**src/rtl/chss_pkg.sv**
```systemverilog
// Package with shared widths, constants and types for the cubic Hermite spline sampler.
package chss_pkg;
   localparam int COORD_BITS = 20;
   localparam int TAN_BITS = COORD_BITS + 2;
   localparam int MAX_RES = 30;
   localparam int RES_BITS = 5;
   localparam int CNT_BITS = 6;
   localparam int MUL_BITS = 24;
   localparam int PROD_BITS = 2 * MUL_BITS;
   localparam int DIV_BITS = 42;
   localparam int DEN_BITS = 17;
   localparam int DCNT_BITS = 6;
   localparam int IDX_BITS = 2;

   localparam logic [IDX_BITS-1:0] REG_RESOLUTION = 2'd0;
   localparam logic [IDX_BITS-1:0] REG_TANGENT_MODE = 2'd1;

   typedef struct packed {
      logic busy;
      logic done;
   } div_status_type;
endpackage

```
**src/rtl/cubic_hermite_spline_sampler.sv**
```systemverilog
// Top level of the cubic Hermite spline sampler: point store, sequencer and output register.
// Each request is captured and dispatched; each emitted interval yields n+1 samples,
// computed one at a time by the single shared multiplier and the bit-serial divider.
// Requests are taken only while the sequencer is idle; each sample waits in the
// output register until taken. Synchronous active-high reset restores resolution 8,
// automatic tangents and an empty curve.
module cubic_hermite_spline_sampler
   import chss_pkg::*;
(
   input  logic                  clock,
   input  logic                  reset,
   input  logic                  req_tvalid,
   output logic                  req_tready,
   // point_x, point_y, point_z, knot_x, knot_y, knot_z
   input  logic [6*COORD_BITS-1:0] req_tdata,
   input  logic                  req_tlast,
   output logic                  rsp_tvalid,
   input  logic                  rsp_tready,
   // curve_x, curve_y, curve_z, zero fill
   output logic [63:0]           rsp_tdata,
   output logic                  rsp_tlast,
   input  logic                  csr_we,
   input  logic [IDX_BITS-1:0]   csr_index,
   input  logic [RES_BITS-1:0]   csr_wdata
);
   localparam logic [3:0] ST_IDLE = 4'd0;
   localparam logic [3:0] ST_DISP = 4'd1;
   localparam logic [3:0] ST_N0 = 4'd2;
   localparam logic [3:0] ST_N1 = 4'd3;
   localparam logic [3:0] ST_C0 = 4'd4;
   localparam logic [3:0] ST_C1 = 4'd5;
   localparam logic [3:0] ST_C2 = 4'd6;
   localparam logic [3:0] ST_C3 = 4'd7;
   localparam logic [3:0] ST_C4 = 4'd8;
   localparam logic [3:0] ST_C5 = 4'd9;
   localparam logic [3:0] ST_C6 = 4'd10;
   localparam logic [3:0] ST_MAC = 4'd11;
   localparam logic [3:0] ST_DIV = 4'd12;
   localparam logic [3:0] ST_OUT = 4'd13;

   localparam logic [DIV_BITS-1:0] SAT_HI = DIV_BITS'((1 << (COORD_BITS - 1)) - 1);
   localparam logic [DIV_BITS-1:0] SAT_LO = DIV_BITS'(1 << (COORD_BITS - 1));

   logic [3:0]            state_ff;
   logic [RES_BITS-1:0]   res_ff;
   logic                  mode_ff;
   logic [1:0]            seen_ff;
   logic signed [COORD_BITS-1:0] old_p_ff [3];
   logic signed [COORD_BITS-1:0] new_p_ff [3];
   logic signed [TAN_BITS-1:0]   old_t_ff [3];
   logic signed [TAN_BITS-1:0]   new_t_ff [3];
   logic signed [COORD_BITS-1:0] in_p_ff [3];
   logic signed [TAN_BITS-1:0]   in_d_ff [3];
   logic                  in_last_ff;
   logic signed [COORD_BITS-1:0] w_p0_ff [3];
   logic signed [COORD_BITS-1:0] w_p1_ff [3];
   logic signed [TAN_BITS-1:0]   w_d0_ff [3];
   logic signed [TAN_BITS-1:0]   w_d1_ff [3];
   logic                  pend_ff;
   logic [CNT_BITS-1:0]   n_ff;
   logic [CNT_BITS-1:0]   s_ff;
   logic [DEN_BITS-1:0]   n3_ff;
   logic signed [MUL_BITS-1:0] t1_ff;
   logic signed [MUL_BITS-1:0] ss_ff;
   logic signed [MUL_BITS-1:0] c00_ff;
   logic signed [MUL_BITS-1:0] c01_ff;
   logic signed [MUL_BITS-1:0] c10_ff;
   logic signed [MUL_BITS-1:0] c11_ff;
   logic [2:0]            k_ff;
   logic [1:0]            j_ff;
   logic signed [PROD_BITS-1:0] acc_ff;
   logic                  neg_ff;
   logic [COORD_BITS-1:0] res_x_ff [3];
   logic                  rsp_valid_ff;
   logic                  rsp_last_ff;

   logic signed [MUL_BITS-1:0]  mul_a;
   logic signed [MUL_BITS-1:0]  mul_b;
   logic signed [PROD_BITS-1:0] prod;
   logic                  div_start;
   logic [DIV_BITS-1:0]   div_dividend;
   logic [DIV_BITS-1:0]   quotient;
   div_status_type        div_status;
   logic [CNT_BITS-1:0]   u_val;
   logic [CNT_BITS-1:0]   n_start;
   logic signed [PROD_BITS-1:0] acc_abs;
   logic [COORD_BITS-1:0] sat_val;

   assign u_val = n_ff - s_ff;
   assign n_start = (res_ff > RES_BITS'(MAX_RES)) ? CNT_BITS'(MAX_RES + 1)
                                                  : CNT_BITS'(res_ff) + 1'b1;
   assign acc_abs = acc_ff[PROD_BITS-1] ? -acc_ff : acc_ff;
   assign div_dividend = acc_abs[DIV_BITS-1:0] + DIV_BITS'(n3_ff);
   assign div_start = (state_ff == ST_MAC) && (k_ff == 3'd5);

   always_comb begin
      if (!neg_ff) begin
         sat_val = (quotient > SAT_HI) ? SAT_HI[COORD_BITS-1:0] : quotient[COORD_BITS-1:0];
      end else begin
         sat_val = (quotient > SAT_LO) ? SAT_LO[COORD_BITS-1:0]
                                       : COORD_BITS'(-quotient[COORD_BITS-1:0]);
      end
   end

   always_comb begin
      mul_a = '0;
      mul_b = '0;
      case (state_ff)
         ST_N0: begin
            mul_a = MUL_BITS'(n_ff);
            mul_b = MUL_BITS'(n_ff);
         end
         ST_N1: begin
            mul_a = prod[MUL_BITS-1:0];
            mul_b = MUL_BITS'(n_ff);
         end
         ST_C0: begin
            mul_a = MUL_BITS'(u_val);
            mul_b = MUL_BITS'(u_val);
         end
         ST_C1: begin
            mul_a = MUL_BITS'(s_ff);
            mul_b = prod[MUL_BITS-1:0];
         end
         ST_C2: begin
            mul_a = MUL_BITS'(n_ff) + MUL_BITS'({s_ff, 1'b0});
            mul_b = {t1_ff[MUL_BITS-2:0], 1'b0};
         end
         ST_C3: begin
            mul_a = MUL_BITS'(s_ff);
            mul_b = MUL_BITS'(s_ff);
         end
         ST_C4: begin
            mul_a = MUL_BITS'({n_ff, 1'b0}) + MUL_BITS'(n_ff) - MUL_BITS'({s_ff, 1'b0});
            mul_b = {prod[MUL_BITS-2:0], 1'b0};
         end
         ST_C5: begin
            mul_a = ss_ff;
            mul_b = MUL_BITS'(u_val);
         end
         ST_MAC: begin
            case (k_ff)
               3'd0: begin
                  mul_a = c00_ff;
                  mul_b = MUL_BITS'(w_p0_ff[j_ff]);
               end
               3'd1: begin
                  mul_a = c01_ff;
                  mul_b = MUL_BITS'(w_p1_ff[j_ff]);
               end
               3'd2: begin
                  mul_a = c10_ff;
                  mul_b = MUL_BITS'(w_d0_ff[j_ff]);
               end
               3'd3: begin
                  mul_a = c11_ff;
                  mul_b = MUL_BITS'(w_d1_ff[j_ff]);
               end
               default: begin
                  mul_a = '0;
                  mul_b = '0;
               end
            endcase
         end
         default: begin
            mul_a = '0;
            mul_b = '0;
         end
      endcase
   end

   chss_mul u_mul (
      .clock (clock),
      .op_a  (mul_a),
      .op_b  (mul_b),
      .prod  (prod)
   );

   chss_div u_div (
      .clock    (clock),
      .reset    (reset),
      .start    (div_start),
      .dividend (div_dividend),
      .divisor  ({n3_ff[DEN_BITS-2:0], 1'b0}),
      .quotient (quotient),
      .status   (div_status)
   );

   always_ff @(posedge clock) begin
      if (reset) begin
         state_ff <= ST_IDLE;
         res_ff <= RES_BITS'(8);
         mode_ff <= 1'b0;
         seen_ff <= 2'd0;
         rsp_valid_ff <= 1'b0;
         pend_ff <= 1'b0;
         for (int i = 0; i < 3; i++) begin
            old_p_ff[i] <= '0;
            new_p_ff[i] <= '0;
            old_t_ff[i] <= '0;
            new_t_ff[i] <= '0;
         end
      end else begin
         if (csr_we && csr_index == REG_RESOLUTION) begin
            res_ff <= csr_wdata;
         end else if (csr_we && csr_index == REG_TANGENT_MODE) begin
            mode_ff <= csr_wdata[0];
            seen_ff <= 2'd0;
         end
         case (state_ff)
            ST_IDLE: begin
               if (req_tvalid) begin
                  for (int i = 0; i < 3; i++) begin
                     in_p_ff[i] <= req_tdata[i*COORD_BITS +: COORD_BITS];
                     in_d_ff[i] <= TAN_BITS'(2 * (TAN_BITS'(signed'(
                                   req_tdata[(i+3)*COORD_BITS +: COORD_BITS]))
                                   - TAN_BITS'(signed'(req_tdata[i*COORD_BITS +: COORD_BITS]))));
                  end
                  in_last_ff <= req_tlast;
                  state_ff <= ST_DISP;
               end
            end
            ST_DISP: begin
               pend_ff <= 1'b0;
               state_ff <= ST_IDLE;
               if (mode_ff) begin
                  for (int i = 0; i < 3; i++) begin
                     new_p_ff[i] <= in_p_ff[i];
                     new_t_ff[i] <= in_d_ff[i];
                     old_p_ff[i] <= new_p_ff[i];
                     old_t_ff[i] <= new_t_ff[i];
                     w_p0_ff[i] <= new_p_ff[i];
                     w_d0_ff[i] <= new_t_ff[i];
                     w_p1_ff[i] <= in_p_ff[i];
                     w_d1_ff[i] <= in_d_ff[i];
                  end
                  if (seen_ff != 2'd0) begin
                     n_ff <= n_start;
                     state_ff <= ST_N0;
                  end
                  seen_ff <= in_last_ff ? 2'd0 : ((seen_ff == 2'd0) ? 2'd1 : 2'd2);
               end else begin
                  for (int i = 0; i < 3; i++) begin
                     new_p_ff[i] <= in_p_ff[i];
                  end
                  if (seen_ff == 2'd1) begin
                     for (int i = 0; i < 3; i++) begin
                        old_p_ff[i] <= new_p_ff[i];
                        old_t_ff[i] <= TAN_BITS'(in_p_ff[i]) - TAN_BITS'(new_p_ff[i]);
                     end
                     if (in_last_ff) begin
                        state_ff <= ST_N0;
                     end
                  end else if (seen_ff == 2'd2) begin
                     for (int i = 0; i < 3; i++) begin
                        old_p_ff[i] <= new_p_ff[i];
                        old_t_ff[i] <= TAN_BITS'(in_p_ff[i]) - TAN_BITS'(old_p_ff[i]);
                        w_p0_ff[i] <= old_p_ff[i];
                        w_p1_ff[i] <= new_p_ff[i];
                        w_d0_ff[i] <= old_t_ff[i];
                        w_d1_ff[i] <= TAN_BITS'(in_p_ff[i]) - TAN_BITS'(old_p_ff[i]);
                     end
                     pend_ff <= in_last_ff;
                     n_ff <= n_start;
                     state_ff <= ST_N0;
                  end
                  seen_ff <= in_last_ff ? 2'd0 : ((seen_ff == 2'd0) ? 2'd1 : 2'd2);
               end
               s_ff <= '0;
               if (!mode_ff && seen_ff == 2'd1 && in_last_ff) begin
                  for (int i = 0; i < 3; i++) begin
                     w_p0_ff[i] <= new_p_ff[i];
                     w_p1_ff[i] <= in_p_ff[i];
                     w_d0_ff[i] <= TAN_BITS'(in_p_ff[i]) - TAN_BITS'(new_p_ff[i]);
                     w_d1_ff[i] <= TAN_BITS'(in_p_ff[i]) - TAN_BITS'(new_p_ff[i]);
                     new_t_ff[i] <= TAN_BITS'(in_p_ff[i]) - TAN_BITS'(new_p_ff[i]);
                  end
                  n_ff <= n_start;
               end
            end
            ST_N0: state_ff <= ST_N1;
            ST_N1: state_ff <= ST_C0;
            ST_C0: begin
               if (s_ff == '0) begin
                  n3_ff <= prod[DEN_BITS-1:0];
               end
               state_ff <= ST_C1;
            end
            ST_C1: begin
               t1_ff <= prod[MUL_BITS-1:0];
               state_ff <= ST_C2;
            end
            ST_C2: begin
               c10_ff <= prod[MUL_BITS-1:0];
               state_ff <= ST_C3;
            end
            ST_C3: begin
               c00_ff <= prod[MUL_BITS-1:0];
               state_ff <= ST_C4;
            end
            ST_C4: begin
               ss_ff <= prod[MUL_BITS-1:0];
               state_ff <= ST_C5;
            end
            ST_C5: begin
               c01_ff <= prod[MUL_BITS-1:0];
               state_ff <= ST_C6;
            end
            ST_C6: begin
               c11_ff <= -prod[MUL_BITS-1:0];
               j_ff <= 2'd0;
               k_ff <= 3'd0;
               state_ff <= ST_MAC;
            end
            ST_MAC: begin
               if (k_ff == 3'd0) begin
                  acc_ff <= '0;
               end else begin
                  acc_ff <= acc_ff + prod;
               end
               if (k_ff == 3'd5) begin
                  neg_ff <= acc_ff[PROD_BITS-1];
                  state_ff <= ST_DIV;
               end
               k_ff <= k_ff + 1'b1;
            end
            ST_DIV: begin
               if (div_status.done) begin
                  res_x_ff[j_ff] <= sat_val;
                  k_ff <= 3'd0;
                  if (j_ff == 2'd2) begin
                     rsp_valid_ff <= 1'b1;
                     rsp_last_ff <= (s_ff == n_ff) && !pend_ff;
                     state_ff <= ST_OUT;
                  end else begin
                     j_ff <= j_ff + 1'b1;
                     state_ff <= ST_MAC;
                  end
               end
            end
            ST_OUT: begin
               if (rsp_tready) begin
                  rsp_valid_ff <= 1'b0;
                  if (s_ff != n_ff) begin
                     s_ff <= s_ff + 1'b1;
                     state_ff <= ST_C0;
                  end else if (pend_ff) begin
                     pend_ff <= 1'b0;
                     s_ff <= '0;
                     n_ff <= n_start;
                     for (int i = 0; i < 3; i++) begin
                        w_p0_ff[i] <= old_p_ff[i];
                        w_p1_ff[i] <= new_p_ff[i];
                        w_d0_ff[i] <= old_t_ff[i];
                        w_d1_ff[i] <= TAN_BITS'(new_p_ff[i]) - TAN_BITS'(old_p_ff[i]);
                        new_t_ff[i] <= TAN_BITS'(new_p_ff[i]) - TAN_BITS'(old_p_ff[i]);
                     end
                     state_ff <= ST_N0;
                  end else begin
                     state_ff <= ST_IDLE;
                  end
               end
            end
            default: state_ff <= ST_IDLE;
         endcase
      end
   end

   assign req_tready = (state_ff == ST_IDLE);
   assign rsp_tvalid = rsp_valid_ff;
   assign rsp_tlast = rsp_last_ff;
   assign rsp_tdata = {4'd0, res_x_ff[2], res_x_ff[1], res_x_ff[0]};

   a_out_blocks_in: assert property (@(posedge clock) disable iff (reset)
      rsp_tvalid |-> !req_tready) else $error("request taken while a sample waits");
   a_seen_code: assert property (@(posedge clock) disable iff (reset)
      seen_ff != 2'd3) else $error("point count out of range");
   a_div_done: assert property (@(posedge clock) disable iff (reset)
      div_status.done |-> state_ff == ST_DIV) else $error("divider finished out of turn");
   a_div_idle_start: assert property (@(posedge clock) disable iff (reset)
      div_start |-> !div_status.busy) else $error("divider started while busy");
endmodule

```
**src/rtl/chss_mul.sv**
```systemverilog
// Shared signed multiplier with a registered product.
module chss_mul
   import chss_pkg::*;
(
   input  logic                        clock,
   input  logic signed [MUL_BITS-1:0]  op_a,
   input  logic signed [MUL_BITS-1:0]  op_b,
   output logic signed [PROD_BITS-1:0] prod
);
   logic signed [PROD_BITS-1:0] prod_ff;

   always_ff @(posedge clock) begin
      prod_ff <= op_a * op_b;
   end

   assign prod = prod_ff;
endmodule

```
**src/rtl/chss_div.sv**
```systemverilog
// Restoring divider that yields one quotient bit per cycle while busy.
module chss_div
   import chss_pkg::*;
(
   input  logic                clock,
   input  logic                reset,
   input  logic                start,
   input  logic [DIV_BITS-1:0] dividend,
   input  logic [DEN_BITS-1:0] divisor,
   output logic [DIV_BITS-1:0] quotient,
   output div_status_type      status
);
   logic [DIV_BITS-1:0]  quo_ff;
   logic [DEN_BITS-1:0]  rem_ff;
   logic [DEN_BITS-1:0]  den_ff;
   logic [DCNT_BITS-1:0] cnt_ff;
   logic                 busy_ff;
   logic                 done_ff;
   logic [DEN_BITS:0]    rem_sh;
   logic                 fits;
   logic [DEN_BITS:0]    rem_sub;

   assign rem_sh = {rem_ff, quo_ff[DIV_BITS-1]};
   assign fits = rem_sh >= {1'b0, den_ff};
   assign rem_sub = rem_sh - {1'b0, den_ff};

   always_ff @(posedge clock) begin
      if (reset) begin
         busy_ff <= 1'b0;
         done_ff <= 1'b0;
         cnt_ff <= '0;
      end else begin
         done_ff <= 1'b0;
         if (start) begin
            busy_ff <= 1'b1;
            cnt_ff <= DCNT_BITS'(DIV_BITS - 1);
         end else if (busy_ff) begin
            if (cnt_ff == '0) begin
               busy_ff <= 1'b0;
               done_ff <= 1'b1;
            end else begin
               cnt_ff <= cnt_ff - 1'b1;
            end
         end
      end
   end

   always_ff @(posedge clock) begin
      if (start) begin
         quo_ff <= dividend;
         rem_ff <= '0;
         den_ff <= divisor;
      end else if (busy_ff) begin
         quo_ff <= {quo_ff[DIV_BITS-2:0], fits};
         rem_ff <= fits ? rem_sub[DEN_BITS-1:0] : rem_sh[DEN_BITS-1:0];
      end
   end

   assign quotient = quo_ff;
   assign status = '{busy: busy_ff, done: done_ff};
endmodule
```
**config.mk**
```make
export PLATFORM = sky130hd
export DESIGN_NAME = cubic_hermite_spline_sampler
export DESIGN_NICKNAME = d
export VERILOG_FILES = /design/src/rtl/chss_pkg.sv /design/src/rtl/cubic_hermite_spline_sampler.sv /design/src/rtl/chss_mul.sv /design/src/rtl/chss_div.sv
export SDC_FILE = /design/constraint.sdc
export NUM_CORES = 2
export LEC_CHECK = 0
export BUFFER_PORTS_ARGS = -buffer_cell sky130_fd_sc_hd__clkbuf_2
export CAP_MARGIN = 10
export CELL_PAD_IN_SITES_DETAIL_PLACEMENT = 1
export CELL_PAD_IN_SITES_GLOBAL_PLACEMENT = 2
export CORE_ASPECT_RATIO = 1.5
export CORE_MARGIN = 1
export CORE_UTILIZATION = 40
export CTS_CLUSTER_DIAMETER = 50
export DETAILED_ROUTE_END_ITERATION = 8
export PLACE_DENSITY_LB_ADDON = 0.1
export REMOVE_ABC_BUFFERS = 1
export SETUP_SLACK_MARGIN = 0.05
export SYNTH_ARGS = -nofsm -noshare
export SYNTH_HDL_FRONTEND = slang
export SYNTH_SLANG_ARGS = --single-unit
```
**constraint.sdc**
```tcl
create_clock -name clock -period 24.1 [get_ports clock]
set_input_delay 2.41 -clock clock [delete_from_list [all_inputs] [get_ports clock]]
set_output_delay 2.41 -clock clock [all_outputs]
set_load 0.01 [all_outputs]
```
# ---- Word-level counts from Yosys, hierarchy flattened
# Memories as Yosys holds them, arrays and structs flattened. A register that Yosys moved wholly into a read port is not among the register bits.
# Cells that the tools add are included.
dict set report totals {
  register_bits 373
  ramBits 687
  in_bits 133
  output_inout_bits 67
  memories 11
}
dict set report op_classes {
  addsub 27
  mul 1
  n_lt_le_gt_ge 4
  eq_ne 37
  n_mux 177
  bitwise_logic 73
  n_reduce_logical 48
}
# name words width read_ports rd_ports_with_merged_regs wr line_no
set mem_list {}
lappend mem_list {new_t_ff 3 22 3 0 3 cubic_hermite_spline_sampler.sv:51} ;# logic signed [TAN_BITS-1:0] new_t_ff [3];
lappend mem_list {old_t_ff 3 22 3 0 3 cubic_hermite_spline_sampler.sv:50} ;# logic signed [TAN_BITS-1:0] old_t_ff [3];
lappend mem_list {w_d0_ff 3 22 1 1 3 cubic_hermite_spline_sampler.sv:57} ;# logic signed [TAN_BITS-1:0] w_d0_ff [3];
lappend mem_list {w_d1_ff 3 22 1 1 3 cubic_hermite_spline_sampler.sv:58} ;# logic signed [TAN_BITS-1:0] w_d1_ff [3];
lappend mem_list {in_d_ff 3 21 3 0 3 cubic_hermite_spline_sampler.sv:53} ;# logic signed [TAN_BITS-1:0] in_d_ff [3];
lappend mem_list {in_p_ff 3 20 3 0 3 cubic_hermite_spline_sampler.sv:52} ;# logic signed [COORD_BITS-1:0] in_p_ff [3];
lappend mem_list {{5 more memories} -- -- -- -- -- --}
# op n
set op_table {}
lappend op_table {{two-way mux 22 bit} 36}
lappend op_table {{two-way mux 20 bit} 36}
lappend op_table {{subtractor 20 x 20 -> 21 bit} 12}
lappend op_table {{one-hot mux 24 bit (4 select lines)} 2}
lappend op_table {{one-hot mux 24 bit (8 select lines)} 1}
lappend op_table {{one-hot mux 24 bit (7 select lines)} 1}
lappend op_table {{two-way mux 42 bit} 3}
lappend op_table {{two-way mux 6 bit} 15}
lappend op_table {{bitwise OR 1 bit} 69}
lappend op_table {{one-hot mux 4 bit (14 select lines)} 1}
lappend op_table {{two-way mux 1 bit} 51}
lappend op_table {{adder 48 bit} 1}
lappend op_table {{multiplier 24 x 24 -> 48 bit} 1}
lappend op_table {{adder 42 x 17 -> 42 bit} 1}
lappend op_table {{> comparator 42 x 19 -> 1 bit, second input constant} 1}
lappend op_table {{> comparator 42 x 20 -> 1 bit, second input constant} 1}
lappend op_table {{negation 42 bit} 1}
lappend op_table {{two-way mux 2 bit} 15}
lappend op_table {{equality test 4 bit, second input constant} 6}
lappend op_table {{two-way mux 4 bit} 6}
lappend op_table {{negation 24 bit} 1}
lappend op_table {{one-hot mux 6 bit (2 select lines)} 2}
lappend op_table {{AND reduction 2 bit} 11}
lappend op_table {{negation 20 bit} 1}
lappend op_table {{45 further kinds} 92}

# ---- Longest topological paths before layout
dict set report logic_depth {
  depth_word 10
  mapped_depth 42
}

# ---- Modules after synthesis
# A second synthesis with hierarchy kept.
dict set report hier_totals {
  hier_cells 8123
  area_unflattened_um2 83276.1
}
# module n_inst cells_per_inst area_per_inst_um2 seq_area_each_um2
set modules_own_cells {}
lappend modules_own_cells {cubic_hermite_spline_sampler 1 5388 56719.4 27796.7}
lappend modules_own_cells {chss_mul 1 2363 22167.5 960.9}
lappend modules_own_cells {chss_div 1 372 4389.2 2272.2}

# ---- Worst setup path after synthesis
# No wires, ideal clock.
dict set report synth_timing {
  path_kind {input port to flip-flop}
  startpoint {in reset}
  endpoint {mem in_d_ff[0][0] (netlist bit), enable pin}
  setup_ps 781
  arrival_ps 11754
  setup_slack_ps 11565
  stages 3
  n_path_buf 2
  path_cell_list {clkbuf_1 > buf_1 > nor3b_1}
}
# item line_no
set synth_rtl {}
lappend synth_rtl {{from (decl)} cubic_hermite_spline_sampler.sv:11} ;# input logic reset,
lappend synth_rtl {{to (decl)} cubic_hermite_spline_sampler.sv:53}

# ---- Worst setup path after layout
dict set report layout_timing {
  startpoint {reg n_ff[1]}
  endpoint {reg u_mul.prod_ff[47], in the netlist u_mul.prod[47]}
}
dict set report layout_between {
  elab_chain_len 4
  elab_cells_between_ends 7
  cone_classes {4 x add/sub; 1 x mul; 2 x mux}
}
# item line_no
set layout_rtl {}
lappend layout_rtl {{from (decl)} cubic_hermite_spline_sampler.sv:60} ;# logic [CNT_BITS-1:0] n_ff;
lappend layout_rtl {{from (signal assigned)} cubic_hermite_spline_sampler.sv:238} ;# n_ff <= n_start;
lappend layout_rtl {{from (signal assigned)} cubic_hermite_spline_sampler.sv:264} ;# n_ff <= n_start;
lappend layout_rtl {{from (signal assigned)} cubic_hermite_spline_sampler.sv:278} ;# n_ff <= n_start;
lappend layout_rtl {{adder 7 x 6 -> 8 bit} cubic_hermite_spline_sampler.sv:134} ;# mul_a = MUL_BITS'({n_ff, 1'b0}) + MUL_BITS'(n_ff) - MUL_BITS'({s_ff, 1'b0});
lappend layout_rtl {{subtractor 8 x 7 -> 9 bit} cubic_hermite_spline_sampler.sv:134}
lappend layout_rtl {{one-hot mux 24 bit (8 select lines)} cubic_hermite_spline_sampler.sv:108} ;# case (state_ff)
lappend layout_rtl {{multiplier 24 x 24 -> 48 bit (*)} chss_mul.sv:13} ;# prod_ff <= op_a * op_b;
lappend layout_rtl {{to (signal assigned)} chss_mul.sv:13}
lappend layout_rtl {{to (decl)} chss_mul.sv:10} ;# logic signed [PROD_BITS-1:0] prod_ff;
# Mark *: on every way between the ends. The rest lies on a longest branch, timed or not.
# A chain may end at the register's enable or synchronous reset.

==> results.toml <==
[outcome]
outcome = "finished clean"

[routing]
viasPerCell = 5.66
wl_per_cell_um = 27.0
drc = 0
drt_pre_antenna_iters = 7
first_iter_violations = 3661
vias = 62600
wl_um = 298000
antenna_left = 0

[floorplan]
die_width_um = 371
initial_core_util_pct = 40.4
core_mm2 = 0.202
io_pins = 200
die-area_mm2 = 0.206
die_h_um = 556
rows = 202

[clock_tree]
clockRootBuffer = "clkbuf_16"
cts.sinks = 1062
clock_path_buffers = 4
cts_tree = "done"
postCtsSetupRepairBufs = 0
ctsResizeCount = 0
clkTransAtPathRegs_ns = 0.07
cts_made_buffers = 141
cts_hold_buf = 0
clkLatencyLatePin_ns = 0.82
htree_levels = 4

[setup_path]
reg2reg_depth = 35
worstPathMaxFanout = 29
required_ns = 24.73
cpPeakStageDelay_ns = 0.93
crit_arrival_ns = 11.98
critPathBufInv = 7
r2r-start = "n_ff[1]"
crit_path_end_kind = "flip-flop"
cp_common_cell = "fa_1"
crit_family = "adder cells"
worstSetupPathType = "flip-flop to flip-flop"
crit_path_start_kind = "flip-flop"
timing.rr.end = "u_mul.prod[47]"
crit_slowest_cell = "nand3_1"
cp.depth = 35
r2r_slack_ns = 12.75

[logic_synthesis]
synth-seq-area-share_pct = 37.9
ys_types = 90
syn_inst = 8150
yosysWarningCount = 0
yosysTopAreaCell = "edfxtp_1"
synthArstFlopShare_pct = 0
synth_edf_count = 973
syn_avg_cell_area_um2 = 10.0
synth_top_area_share_pct = 35.7
synth_area_mm2 = 0.0818
synth_seq_cells = 1062
synth_area_leaders = "edfxtp_1 (36%), fa_1 (15%), ha_1 (7.4%)"
ys_dominant_reg_cell = "edfxtp_1"

[layout]
area_growth_pct = 11.0
final_area_mm2 = 0.0907
multi_input_area_mm2 = 0.0459
drive_gt1_share_pct = 9.24
nNetsFinal = 9546
num-fill-cells = 22400
ff_latch_area_mm2 = 0.0310
final_util_pct = 44.8

[power_and_ir_drop]
sequentialPowerShare_pct = 42.6
p_per_area_mw_per_mm2 = 55.0
p_clk_share_pct = 42.1
power.internal_uw = 3560
p_sw_uw = 1430
swShare_pct = 28.7
p_comb_share_pct = 15.3
ir_drop_uv = 45.8
p_leak_uw = 0.0384

[worst_hold_path]
min_path_type = "flip-flop to flip-flop"
whs_endpoint = "u_div.den_ff[1]"
hold_path.startpoint = "n3_ff[0]"
hold_depth = 0

[timing]
finalCritPeriodShare_pct = 47.1
tightest_slew_ns = 1.45
grt_setup_unrepaired = "false"
clock.fmax_mhz = 88.1
finalSetupViolCount = 0
maxSlewHeadroom_pct = 3.31
hold_viol = 0
hold_slack_ns = 0.485
period_needed_ns = 11.35
tns_ns = 0
slew_violations = 0
worst_clock_skew_ns = 0.0772

[global_routing]
track_usage_pct = 28.9
grt_pass1_vias = 69200
gr-total-overflow = 0
grt_pass1_wl_um = 441000
antenna_found_initial = 4
grt_max_degree = 157

[placed_design]
portBuffers = 195
dp_hpwl_um = 224000
place_area_mm2 = 0.0862
gp_congestion = 0.943

[job]
maxCapViolations = 0
==> layout make-up <==
cell class / instances / area share [%]
Sequential cell: 1062 / 34.2
Timing Repair Buffer: 345 / 2.34
Clock inverter: 88 / 0.957
Clock buffer: 156 / 4.01
Inverter: 1026 / 4.25
Antenna cell: 2 / 0.00552
Tap cell: 2652 / 3.66
Multi-Input combinational cell: 5719 / 50.6
==> per-stage QoR <==
stage | std cells | setup slack [ns] | power (uW)
after floorplan | 7807 | 7.16 | 2650
after global placement | 10800 | 12.81 | 2910
after detailed placement | 10800 | 12.88 | 2930
final | 11100 | 12.75 | 4990
after CTS | 11000 | 12.78 | 5040
after global routing | 11000 | 12.22 | 5170
==> routing by layer <==
layer  track usage, %  up-vias  share of wire [%]  routed length, um
li1                 -    28500                  -                  -
met1             30.2    32000                 36             107000
met2             55.7     1500                 54             163000
met3             2.97      626                3.4              10300
met4             15.6        0                6.1              18300
met5                0        -                  0                  0
==> cells in the mapped netlist, types with 24 or more instances <==
master	instances
a221o_1	72
nor3_1	116
a21oi_1	369
a31oi_1	112
a222oi_1	57
mux2_2	84
or2_2	35
ha_1	486
or3_1	48
nand2_1	1032
a21o_1	130
a22oi_1	103
buf_1	24
nand4_1	28
and3_1	50
nor2b_1	108
o21ai_0	434
o21a_1	51
edfxtp_1	973
nand3_1	117
dfxtp_1	89
inv_1	1026
o21bai_1	28
a211o_1	31
a21boi_0	54
mux2i_1	36
xor2_1	143
nand2b_1	71
o211ai_1	41
fa_1	632
nor4_1	36
o31ai_1	32
xnor2_1	236
nor2_1	528
clkbuf_1	313
and2_1	130
==> worst max path at each step <==
stage | from | endpoint | slack (ns)
floorplan | reset | w_d0_ff[0][0] | 7.16
global placement | state_ff[1] | u_mul.prod[47] | 12.81
detailed placement | n_ff[1] | u_mul.prod[47] | 12.88
CTS | n_ff[1] | u_mul.prod[47] | 12.78
global route | n_ff[1] | u_mul.prod[47] | 12.22
finish | n_ff[1] | u_mul.prod[47] | 12.75
==> power by group through the flow <==
stage | Clock [uW] | Combinational (uW) | Sequential (uW)
finish | 2100 | 763 | 2130
global route | 2200 | 832 | 2130
CTS | 2140 | 766 | 2130
floorplan | 0 | 494 | 2160
detailed placement | 0 | 760 | 2170
global placement | 0 | 745 | 2160
==> worst register-to-register path: cells and delay by family (launching register included) <==
kind,cells,cell delay [ns]
AO/OA/AOI/OAI,11,3.08
adder cells (fa/ha/maj),10,4.88
AND/OR/NAND/NOR,6,1.96
XOR/XNOR,1,0.14
buffers and inverters,7,0.64
flip-flops,1,0.48
==> flip-flops by register name, indices dropped and copies added, names as in the netlist, 48 cells and up, named ones only <==
register and count:
w_d0_ff 66, res_x_ff 60, old_p_ff 60, acc_ff 48
in_d_ff 63, u_mul.prod 48, in_p_ff 60, w_d1_ff 66
new_p_ff 60, w_p1_ff 60, new_t_ff 66, old_t_ff 66
w_p0_ff 60
==> placed cells by master (no fill, tap or decap), types with 35 or more instances in the layout <==
cell	netlist	routed
and2_1	130	128
and3_1	50	50
xor2_1	143	143
nor2b_1	108	105
nand2_1	1032	1023
ha_1	486	484
a31oi_1	112	111
buf_4	5	148
a21o_1	130	130
nor2_1	528	518
clkbuf_16	0	143
nand2b_1	71	70
a22oi_1	103	103
o211ai_1	41	41
clkbuf_2	0	195
nand3_1	117	115
inv_1	1026	1026
nor3_1	116	108
a21oi_1	369	369
o21ai_0	434	434
xnor2_1	236	236
o21a_1	51	51
mux2_2	84	84
a21boi_0	54	53
fa_1	632	632
or2_2	35	35
dfxtp_1	89	87
a221o_1	72	68
edfxtp_1	973	973
or3_1	48	47
a222oi_1	57	57
mux2i_1	36	36
==> kinds of logic after synthesis <==
| logic type | share of synthesized area, % |
|---|---|
| compound gates | 13.9 |
| xor+xnor | 4.06 |
| fa+ha+maj | 22.9 |
| buf+inv | 6.34 |
| flops | 37.9 |
| mux | 1.60 |
| other cells | 0.00459 |
| simple gates | 13.2 |
(Power assumes the default switching activity.)
